### src/hw/rtl/tcc_pkg.sv
// Shared types and constants for the text console cursor engine.
package tcc_pkg;

   // Operation codes carried in the request func field.
   typedef enum logic [1:0] {
      FUNC_PRINT  = 2'd0,
      FUNC_MOVE   = 2'd1,
      FUNC_COLORS = 2'd2,
      FUNC_FORE   = 2'd3
   } func_type;

   // Control register indexes on the csr port.
   typedef enum logic [1:0] {
      CSR_LAST_COLUMN  = 2'd0,
      CSR_LAST_ROW     = 2'd1,
      CSR_DISPLAY_PAGE = 2'd2,
      CSR_UNUSED       = 2'd3
   } csr_index_type;

   // Characters handled by the cursor logic itself.
   localparam logic [7:0] CHAR_NEWLINE = 8'd10;
   localparam logic [7:0] CHAR_RETURN  = 8'd13;
   localparam logic [7:0] CHAR_TAB     = 8'd9;

   // Reset values and attribute fields.
   localparam logic [7:0] ATTR_RESET        = 8'h07;
   localparam logic [7:0] BG_MASK           = 8'h70;
   localparam logic [7:0] LAST_COLUMN_RESET = 8'd79;
   localparam logic [7:0] LAST_ROW_RESET    = 8'd24;
   localparam logic [2:0] PAGE_RESET        = 3'd0;

   // One result held in the output register.
   typedef struct packed {
      logic       write_valid;
      logic [7:0] write_char;
      logic [7:0] write_attr;
      logic [2:0] write_page;
      logic [7:0] write_row;
      logic [7:0] write_column;
      logic       scroll_lines;
      logic [7:0] cursor_row;
      logic [7:0] cursor_column;
   } rsp_type;

endpackage

### src/hw/rtl/text_console_cursor_engine.sv
// Top level of the text console cursor engine: cursor state, controls and result register.
//
//  channel | direction | handshake             | payload
//  req     | in        | req_valid / req_ready | func, char_code, target_row/column, colors
//  rsp     | out       | rsp_valid / rsp_ready | cell write, scroll request, new cursor
//  csr     | in        | csr_valid / csr_ready | csr_index, csr_data
//
// Each request is finished in the cycle it is accepted; its result appears in the output
// register in the next cycle, and a new request can be taken every cycle unless rsp stalls.
// The output register is the only stage: req_ready is high while it is empty or being read.
// A stall on rsp holds the result and stops new requests; cursor and attribute do not move.
// Synchronous reset clears the cursor, sets attribute 0x07 and the limits to 79 by 24.
// Control writes are always taken (csr_ready is tied high).
module text_console_cursor_engine (
   input  logic       clock,
   input  logic       reset,
   input  logic       req_valid,
   output logic       req_ready,
   input  logic [1:0] req_func,
   input  logic [7:0] req_char_code,
   input  logic [7:0] req_target_row,
   input  logic [7:0] req_target_column,
   input  logic [3:0] req_background,
   input  logic [3:0] req_foreground,
   output logic       rsp_valid,
   input  logic       rsp_ready,
   output logic       rsp_write_valid,
   output logic [7:0] rsp_write_char,
   output logic [7:0] rsp_write_attr,
   output logic [2:0] rsp_write_page,
   output logic [7:0] rsp_write_row,
   output logic [7:0] rsp_write_column,
   output logic       rsp_scroll_lines,
   output logic [7:0] rsp_cursor_row,
   output logic [7:0] rsp_cursor_column,
   input  logic       csr_valid,
   output logic       csr_ready,
   input  logic [1:0] csr_index,
   input  logic [7:0] csr_data
);

   logic [7:0] last_column_ff, last_column_in;
   logic [7:0] last_row_ff, last_row_in;
   logic [2:0] page_ff, page_in;
   logic [7:0] row_ff, row_in;
   logic [7:0] column_ff, column_in;
   logic [7:0] attr_ff, attr_in;
   logic       rsp_valid_ff, rsp_valid_in;
   tcc_pkg::rsp_type rsp_ff, rsp_in;

   logic       req_fire;
   logic [7:0] col_step;
   logic [7:0] row_step;
   logic [7:0] col_wrap;
   logic [7:0] row_wrap;
   logic       is_plain;
   tcc_pkg::func_type func;

   assign func      = tcc_pkg::func_type'(req_func);
   assign req_ready = !rsp_valid_ff || rsp_ready;
   assign req_fire  = req_valid && req_ready;
   assign csr_ready = 1'b1;

   // Control register writes.
   always_comb begin
      last_column_in = last_column_ff;
      last_row_in    = last_row_ff;
      page_in        = page_ff;
      if (csr_valid) begin
         unique case (tcc_pkg::csr_index_type'(csr_index))
            tcc_pkg::CSR_LAST_COLUMN:  last_column_in = csr_data;
            tcc_pkg::CSR_LAST_ROW:     last_row_in    = csr_data;
            tcc_pkg::CSR_DISPLAY_PAGE: page_in        = csr_data[2:0];
            default: ;
         endcase
      end
   end

   // Character handling: newline, return, tab or a plain cell write.
   always_comb begin
      col_step = column_ff;
      row_step = row_ff;
      is_plain = 1'b0;
      unique case (req_char_code)
         tcc_pkg::CHAR_NEWLINE: begin
            col_step = 8'd0;
            row_step = row_ff + 8'd1;
         end
         tcc_pkg::CHAR_RETURN: begin
            row_step = row_ff + 8'd1;
         end
         tcc_pkg::CHAR_TAB: begin
            col_step = {column_ff[7:3] + 5'd1, 3'b000};
         end
         default: begin
            is_plain = 1'b1;
            col_step = column_ff + 8'd1;
         end
      endcase
   end

   // Column wrap to the next row; the row clamp follows in the result logic.
   always_comb begin
      col_wrap = col_step;
      row_wrap = row_step;
      if (col_step > last_column_ff) begin
         col_wrap = 8'd0;
         row_wrap = row_step + 8'd1;
      end
   end

   // Next cursor, attribute and the result for the accepted request.
   always_comb begin
      row_in    = row_ff;
      column_in = column_ff;
      attr_in   = attr_ff;
      rsp_in    = '0;
      unique case (func)
         tcc_pkg::FUNC_PRINT: begin
            column_in = col_wrap;
            row_in    = row_wrap;
            if (row_wrap > last_row_ff) begin
               row_in              = last_row_ff;
               rsp_in.scroll_lines = 1'b1;
            end
            if (is_plain) begin
               rsp_in.write_valid  = 1'b1;
               rsp_in.write_char   = req_char_code;
               rsp_in.write_row    = row_ff;
               rsp_in.write_column = column_ff;
            end
         end
         tcc_pkg::FUNC_MOVE: begin
            if (req_target_row <= last_row_ff && req_target_column <= last_column_ff) begin
               row_in    = req_target_row;
               column_in = req_target_column;
            end
         end
         tcc_pkg::FUNC_COLORS: begin
            attr_in = {1'b0, req_background[2:0], req_foreground};
         end
         tcc_pkg::FUNC_FORE: begin
            attr_in = (attr_ff & tcc_pkg::BG_MASK) | {4'd0, req_foreground};
         end
         default: ;
      endcase
      rsp_in.write_attr    = attr_in;
      rsp_in.write_page    = page_ff;
      rsp_in.cursor_row    = row_in;
      rsp_in.cursor_column = column_in;
   end

   // Output register occupancy.
   always_comb begin
      rsp_valid_in = rsp_valid_ff;
      if (req_fire) begin
         rsp_valid_in = 1'b1;
      end else if (rsp_ready) begin
         rsp_valid_in = 1'b0;
      end
   end

   // Control and cursor state.
   always_ff @(posedge clock) begin
      if (reset) begin
         last_column_ff <= tcc_pkg::LAST_COLUMN_RESET;
         last_row_ff    <= tcc_pkg::LAST_ROW_RESET;
         page_ff        <= tcc_pkg::PAGE_RESET;
         row_ff         <= 8'd0;
         column_ff      <= 8'd0;
         attr_ff        <= tcc_pkg::ATTR_RESET;
         rsp_valid_ff   <= 1'b0;
      end else begin
         last_column_ff <= last_column_in;
         last_row_ff    <= last_row_in;
         page_ff        <= page_in;
         rsp_valid_ff   <= rsp_valid_in;
         if (req_fire) begin
            row_ff    <= row_in;
            column_ff <= column_in;
            attr_ff   <= attr_in;
         end
      end
   end

   // Result payload register.
   always_ff @(posedge clock) begin
      if (req_fire) begin
         rsp_ff <= rsp_in;
      end
   end

   assign rsp_valid         = rsp_valid_ff;
   assign rsp_write_valid   = rsp_ff.write_valid;
   assign rsp_write_char    = rsp_ff.write_char;
   assign rsp_write_attr    = rsp_ff.write_attr;
   assign rsp_write_page    = rsp_ff.write_page;
   assign rsp_write_row     = rsp_ff.write_row;
   assign rsp_write_column  = rsp_ff.write_column;
   assign rsp_scroll_lines  = rsp_ff.scroll_lines;
   assign rsp_cursor_row    = rsp_ff.cursor_row;
   assign rsp_cursor_column = rsp_ff.cursor_column;

endmodule

### config.mk
export PLATFORM = sky130hd
export DESIGN_NAME = text_console_cursor_engine
export DESIGN_NICKNAME = d
export VERILOG_FILES = /design/src/hw/rtl/tcc_pkg.sv /design/src/hw/rtl/text_console_cursor_engine.sv
export SDC_FILE = /design/constraint.sdc
export NUM_CORES = 1
export LEC_CHECK = 0
export ABC_AREA = 1
export BUFFER_PORTS_ARGS = -buffer_cell sky130_fd_sc_hd__buf_2
export CORE_MARGIN = 1
export CORE_UTILIZATION = 38
export DETAILED_ROUTE_END_ITERATION = 12
export HOLD_SLACK_MARGIN = 0.06
export PLACE_DENSITY_LB_ADDON = 0.3
export SYNTH_ARGS = -nofsm -noshare
export SYNTH_HDL_FRONTEND = slang
export SYNTH_SLANG_ARGS = --single-unit
### constraint.sdc
create_clock -name clock -period 5.9 [get_ports clock]
set_input_delay 1.18 -clock clock [delete_from_list [all_inputs] [get_ports clock]]
set_output_delay 1.18 -clock clock [all_outputs]
set_load 0.02 [all_outputs]
==> After elaboration in Yosys (flattened, before gate mapping) <==
Index checks and enable logic that the tools add are counted.
{ "totals": {"regBits": 97, "in_bits": 49, "out_inout_bits": 56} }
{ "op_classes": {"addsub": 4, "n_lt_le_gt_ge": 4, "eq_ne": 8, "n_mux": 14, "n_bitwise": 2, "n_reduce_logical": 13} }
{ "op_table": {"columns": ["op", "count"], "rows": [
  ["$mux W8", 6],
  ["$pmux W8 S2", 3],
  ["$add A8 B1 Y8 const B", 3],
  ["$eq A8 B4 Y1 const B", 3],
  ["$pmux W8 S3", 1],
  ["$gt A8 B8 Y1", 2],
  ["$le A8 B8 Y1", 2],
  ["$mux W9", 1],
  ["$or A7 B4 Y7", 1],
  ["$eq A2 B2 Y1 const B", 3],
  ["$reduce_and A2 Y1", 3],
  ["$add A5 B1 Y5 const B", 1],
  ["$eq A2 B1 Y1 const B", 2],
  ["$logic_not A2 Y1", 2],
  ["$reduce_or A4 Y1", 1],
  ["$mux W1", 3],
  ["$reduce_or A3 Y1", 1],
  ["$logic_and A1 B1 Y1", 2],
  ["$reduce_bool A2 Y1", 1],
  ["$reduce_or A2 Y1", 1],
  ["$logic_not A1 Y1", 1],
  ["$logic_or A1 B1 Y1", 1],
  ["$not A1 Y1", 1]
]} }

==> Logic depth before layout (Yosys ltp) <==
{ "logic_depth": {"depth_word": 8, "depth_mapped": 36, "mapped_depth_nobuf": 36} }

==> Worst setup path before layout <==
Ideal clock, no wire load.
{ "synth_timing": {"path_type": "input -> register", "from": "input req_char_code[4]", "to": "register rsp_ff, in the netlist rsp_cursor_row[0], data pin", "setup_time_ns": 0.267, "t_arrival_ns": 4.315, "required_time_ns": 5.633, "path_slack_ns": 1.317, "cell_stages": 28, "n_path_buf": 0, "path_cell_list": "inv_2 nand2_4 nor2_8 nand3_1 nand2_4 inv_2 a21oi_1 inv_1 ha_1 nand2_1 nor2_1 nand2_1 nand2_1 nand3_2 nor2_4 nand3_1 nand2_1 inv_1 ha_1 nand2_1 nor2_1 nand4_1 nand2_1 nor2_1 nand2_1 nand2_1 inv_1 nand3_1"} }
{ "synth_via": {"elab_chain_len": 8} }
{ "synth_rtl": {"columns": ["element", "line_no", "source"], "rows": [
  ["from (decl)", "text_console_cursor_engine.sv:20", "input logic [7:0] req_char_code,"],
  ["$eq A8 B4 Y1", "text_console_cursor_engine.sv:84", "unique case (req_char_code)"],
  ["$reduce_or A2 Y1 (no source line)", null, null],
  ["$mux W8", null, null],
  ["$add A8 B1 Y8", "text_console_cursor_engine.sv:108", "row_wrap = row_step + 8'd1;"],
  ["$mux W8 (*)", "text_console_cursor_engine.sv:106", "if (col_step > last_column_ff) begin"],
  ["$gt A8 B8 Y1", "text_console_cursor_engine.sv:122", "if (row_wrap > last_row_ff) begin"],
  ["$mux W8 (*)", "text_console_cursor_engine.sv:122", null],
  ["$pmux W8 S2 (*)", "text_console_cursor_engine.sv:118", "unique case (func)"],
  ["via row_in[0]", "text_console_cursor_engine.sv:45", "logic [7:0] row_ff, row_in;"],
  ["to (signal assigned)", "text_console_cursor_engine.sv:189", "rsp_ff <= rsp_in;"],
  ["to (decl)", "text_console_cursor_engine.sv:49", "tcc_pkg::rsp_type rsp_ff, rsp_in;"]
]} }
Mark *: on every way through the listed nets, which the timed path passes. The rest lies on a longest branch.
A chain may end at the register's enable or synchronous reset.

==> Worst setup path in the final report <==
{ "layout_timing": {"from": "input req_char_code[3]", "to": "register rsp_ff, in the netlist rsp_cursor_row[1], data pin"} }
Same word-level chain as after synthesis.

==> results.py <==
metrics = {
    "min_path": {
        "hold_class": "flip-flop to flip-flop",
    },
    "yosys": {
        "ys_async_sr_fraction": 0,
        "synth.top_cell.area_share": 0.2719,
        "syn_area_per_cell_um2": 7.827,
        "synth_sequential_area_ratio": 0.4223,
        "most_used_standard_cell_by_instance_count_after_synthesis": "sky130_fd_sc_hd__nand2_1",
        "total_standard_cell_area_after_synthesis_um2": 5854,
        "synthesis.yosys.warnings": 0,
        "synth_enable_flop_cells": 53,
        "postSynthNetCount": 833,
        "ys.flop_type": "sky130_fd_sc_hd__edfxtp_1",
        "post_synth_inst_count": 748,
        "synth.area.top_cells": "sky130_fd_sc_hd__edfxtp_1 (27%), sky130_fd_sc_hd__dfxtp_1 (15%), sky130_fd_sc_hd__nand2_1 (12%), sky130_fd_sc_hd__ha_1 (7.7%), sky130_fd_sc_hd__inv_1 (7.1%)",
        "synth_seq_cells": 97,
        "synthDistinctLibCells": 41,
        "yosys-top-cells-count": "sky130_fd_sc_hd__nand2_1 (184), sky130_fd_sc_hd__inv_1 (110), sky130_fd_sc_hd__nor2_1 (62)",
        "post-synth-top-area-cell": "sky130_fd_sc_hd__edfxtp_1",
    },
    "global_routing": {
        "grt_pass1_wl_um": 23630,
        "grt_max_degree": 35,
        "grt_pass1_vias": 4551,
        "antenna_found_initial": 0,
        "grt_overflow": 0,
        "grt_use_total": 0.1927,
    },
    "detailed_routing": {
        "first_iter_violations": 423,
        "drc": 0,
        "via_count": 5098,
        "post_drt_wl_per_cell_um": 14.17,
        "totalWireLength_um": 14740,
        "ant_nets": 0,
        "vias_per_cell": 4.902,
        "dr.pass1.iters": 5,
    },
    "clocking": {
        "cts_buffer_count": 9,
        "numClockSinks": 97,
        "cts_root_buf": "sky130_fd_sc_hd__clkbuf_16",
        "cts.hold.buffers_added": 0,
        "cts-root-to-sink-buffers": 2,
        "post_cts_resized": 0,
        "worstSkewPairLatency_ns": 0.36,
        "post-cts-setup-buffer-count": 0,
        "cts.reportedPaths.clkPinSlew_ns": 0.07,
        "tritoncts_clock_tree": "done",
        "htree_num_levels": 3,
    },
    "floorplanning": {
        "cell_row_count": 45,
        "initial_core_util": 0.3865,
        "core_um2": 15150,
        "io_pins": 105,
        "die_area_um2": 15910,
        "chipHeight_um": 126.1,
        "chipWidth_um": 126.1,
    },
    "setup_path": {
        "critPathKind": "primary input to flip-flop",
        "cp_dominant_cell_by_count": "sky130_fd_sc_hd__nand2_1",
        "worstSetupEndpointType": "flip-flop",
        "crit_fanout": 8,
        "crit_family": "simple AND/OR/NAND/NOR gates",
        "worstPathBufferInverterCount": 6,
        "worst_path_largest_cell_delay_ns": 0.32,
        "critical-path-slowest-cell": "sky130_fd_sc_hd__nand4_1",
        "cp-start-kind": "primary input",
        "worst_ep_arrival_time_ns": 5.09,
        "worstPathRequired_ns": 5.99,
    },
    "place": {
        "postPlaceCellArea_um2": 6549,
        "dp_hpwl_um": 10990,
        "io_buffers": 102,
        "gp_routability_congestion": 0.8436,
    },
    "timing": {
        "max_clock_freq_ghz": 0.1999,
        "post-route-period-util": 0.8478,
        "clock-skew-final_ns": 0.01188,
        "holdWs_ns": 0.4401,
        "unrepaired_setup_endpoints_after_global_routing": "no",
        "final_max_slew_viol_count": 0,
        "timing.final.crit_period_ns": 5.002,
        "timing_worst_slew_pin_value_ns": 0.7755,
        "finalSetupTns_ns": 0,
        "report.final.hold_viol_count": 0,
        "report.final.setup_viol": 0,
        "relative_slew_slack": 0.4824,
    },
    "finish": {
        "final_nets": 932,
        "fillCellCount": 1548,
        "syn2layout_area_growth_pct": 16.91,
        "drive_gt1_frac": 0.2054,
        "antennaDiodeCount": 0,
        "layout.cell_area.non_filler_um2": 6844,
    },
    "flow_run": {
        "timing.max_cap.violations": 0,
    },
    "outcome": {
        "run_status": "completed",
    },
    "power_and_ir_drop": {
        "powerDensity_nw_per_um2": 255.4,
        "ir_worst_vdd_mv": 0.1291,
        "power.total_mw": 1.748,
        "leakagePower_nw": 3.417,
    },
}
registers in the layout (all words and copies together) (netlist names), 3 cells and up:
| register | count |
|---|---|
| attr_ff | 8 |
| column_ff | 8 |
| last_column_ff | 8 |
| last_row_ff | 8 |
| row_ff | 8 |
| rsp_cursor_column | 8 |
| rsp_cursor_row | 8 |
| rsp_write_attr | 8 |
| rsp_write_char | 8 |
| rsp_write_column | 8 |
| rsp_write_row | 8 |
| page_ff | 3 |
| rsp_write_page | 3 |
cell type report:
| type | instances | area, um^2 | share of cell area |
|---|---|---|---|
| Multi-Input combinational cell | 510 | 2830 | 0.4135 |
| Clock buffer | 10 | 250.2 | 0.03656 |
| Inverter | 121 | 455.4 | 0.06654 |
| Timing Repair Buffer | 108 | 555.5 | 0.08117 |
| Clock inverter | 6 | 45.04 | 0.006581 |
| Sequential cell | 97 | 2472 | 0.3612 |
| Tap cell | 188 | 235.2 | 0.03437 |
metal layers:
metal | vias up | GRT usage | part of all wire
met5 | - | 0 | 0
met4 | 0 | 0.06733 | 0.016
met3 | 16 | 0.03993 | 0.066
met2 | 168 | 0.2980 | 0.43
met1 | 2270 | 0.2663 | 0.49
li1 | 2644 | - | -
worst reg2reg max path, stage by stage, from the launching register on:
cell and delay [ns]:
sky130_fd_sc_hd__dfxtp_1 0.46, sky130_fd_sc_hd__ha_1 0.25, sky130_fd_sc_hd__nand3_1 0.14, sky130_fd_sc_hd__o21ai_0 0.19, sky130_fd_sc_hd__nand2_1 0.07, sky130_fd_sc_hd__a21oi_1 0.17
sky130_fd_sc_hd__inv_1 0.07, sky130_fd_sc_hd__ha_1 0.29, sky130_fd_sc_hd__nand2_1 0.06, sky130_fd_sc_hd__nor2_1 0.15, sky130_fd_sc_hd__nand2_1 0.07, sky130_fd_sc_hd__nand2_1 0.13
sky130_fd_sc_hd__nand3_2 0.16, sky130_fd_sc_hd__nor2_4 0.16, sky130_fd_sc_hd__nand3_1 0.14, sky130_fd_sc_hd__nand2_1 0.09, sky130_fd_sc_hd__inv_1 0.04, sky130_fd_sc_hd__ha_1 0.28
sky130_fd_sc_hd__nand2_1 0.07, sky130_fd_sc_hd__nor2_1 0.15, sky130_fd_sc_hd__nand4_1 0.32, sky130_fd_sc_hd__nand2_1 0.18, sky130_fd_sc_hd__nor2_1 0.12, sky130_fd_sc_hd__nand2_1 0.10
sky130_fd_sc_hd__nand2_1 0.05, sky130_fd_sc_hd__inv_1 0.06, sky130_fd_sc_hd__nand3_1 0.09
kinds of logic (layout without fill, tap and decap cells):
logic type / after synthesis / in the layout / synth area share
and+or+nand+nor: 350 / 350 / 0.2787
buffers and inverters: 141 / 245 / 0.09425
AOI/OAI and AO/OA: 115 / 115 / 0.1152
DFF: 97 / 97 / 0.4223
adders and majority gates: 36 / 36 / 0.07694
xor gates and xnor gates: 8 / 8 / 0.01197
other: 1 / 1 / 0.0006405
cells in the final DEF (no fill, tap or decap), types with 2 or more instances in the layout:
cell	count
sky130_fd_sc_hd__nand2_1	184
sky130_fd_sc_hd__o21ai_0	23
sky130_fd_sc_hd__buf_4	6
sky130_fd_sc_hd__nand4_1	15
sky130_fd_sc_hd__dfxtp_1	44
sky130_fd_sc_hd__o22ai_1	4
sky130_fd_sc_hd__o21bai_1	5
sky130_fd_sc_hd__nor2_4	2
sky130_fd_sc_hd__nand2_8	2
sky130_fd_sc_hd__nand3_2	4
sky130_fd_sc_hd__inv_6	4
sky130_fd_sc_hd__buf_2	102
sky130_fd_sc_hd__o21a_1	3
sky130_fd_sc_hd__inv_1	109
sky130_fd_sc_hd__clkbuf_16	10
sky130_fd_sc_hd__o21ai_1	10
sky130_fd_sc_hd__nor3_2	3
sky130_fd_sc_hd__ha_1	36
sky130_fd_sc_hd__xor2_1	6
sky130_fd_sc_hd__a211oi_1	3
sky130_fd_sc_hd__o211ai_1	17
sky130_fd_sc_hd__nor2_2	5
sky130_fd_sc_hd__clkinv_2	3
sky130_fd_sc_hd__nand2_2	14
sky130_fd_sc_hd__xnor2_1	2
sky130_fd_sc_hd__nand3b_1	6
sky130_fd_sc_hd__nand2_4	6
sky130_fd_sc_hd__inv_2	11
sky130_fd_sc_hd__a21oi_1	46
sky130_fd_sc_hd__edfxtp_1	53
sky130_fd_sc_hd__nand3_1	44
sky130_fd_sc_hd__nor3_1	2
sky130_fd_sc_hd__nor2_1	62
metrics by stage:
stage	util	setup slack, ns	cells
finish	0.4519	0.8978	1040
floorplan	-	1.317	748
global route	0.4519	0.5864	1040
detailed placement	0.4324	0.5519	1024
CTS	0.4519	0.9294	1040
global placement	0.4324	0.5776	1024
power by group:
part | internal [mW] | switching, mW
Clock | 0.316 | 0.277
Sequential | 0.767 | 0.0255
Combinational | 0.119 | 0.244
path summary, 6_finish.rpt:
check	from	endpoint	slack [ns]	cells past startpoint
hold reg to reg	page_ff[1]$_SDFFE_PP0P_	rsp_write_page[1]$_DFFE_PP_	0.44	0
setup reg to reg	column_ff[3]$_SDFFE_PP0P_	rsp_cursor_row[1]$_DFFE_PP_	1.56	26
setup / recovery	req_char_code[3]	rsp_cursor_row[1]$_DFFE_PP_	0.90	28
hold / removal	page_ff[1]$_SDFFE_PP0P_	rsp_write_page[1]$_DFFE_PP_	0.44	0
Note: power is estimated with default switching activity, not from simulation.
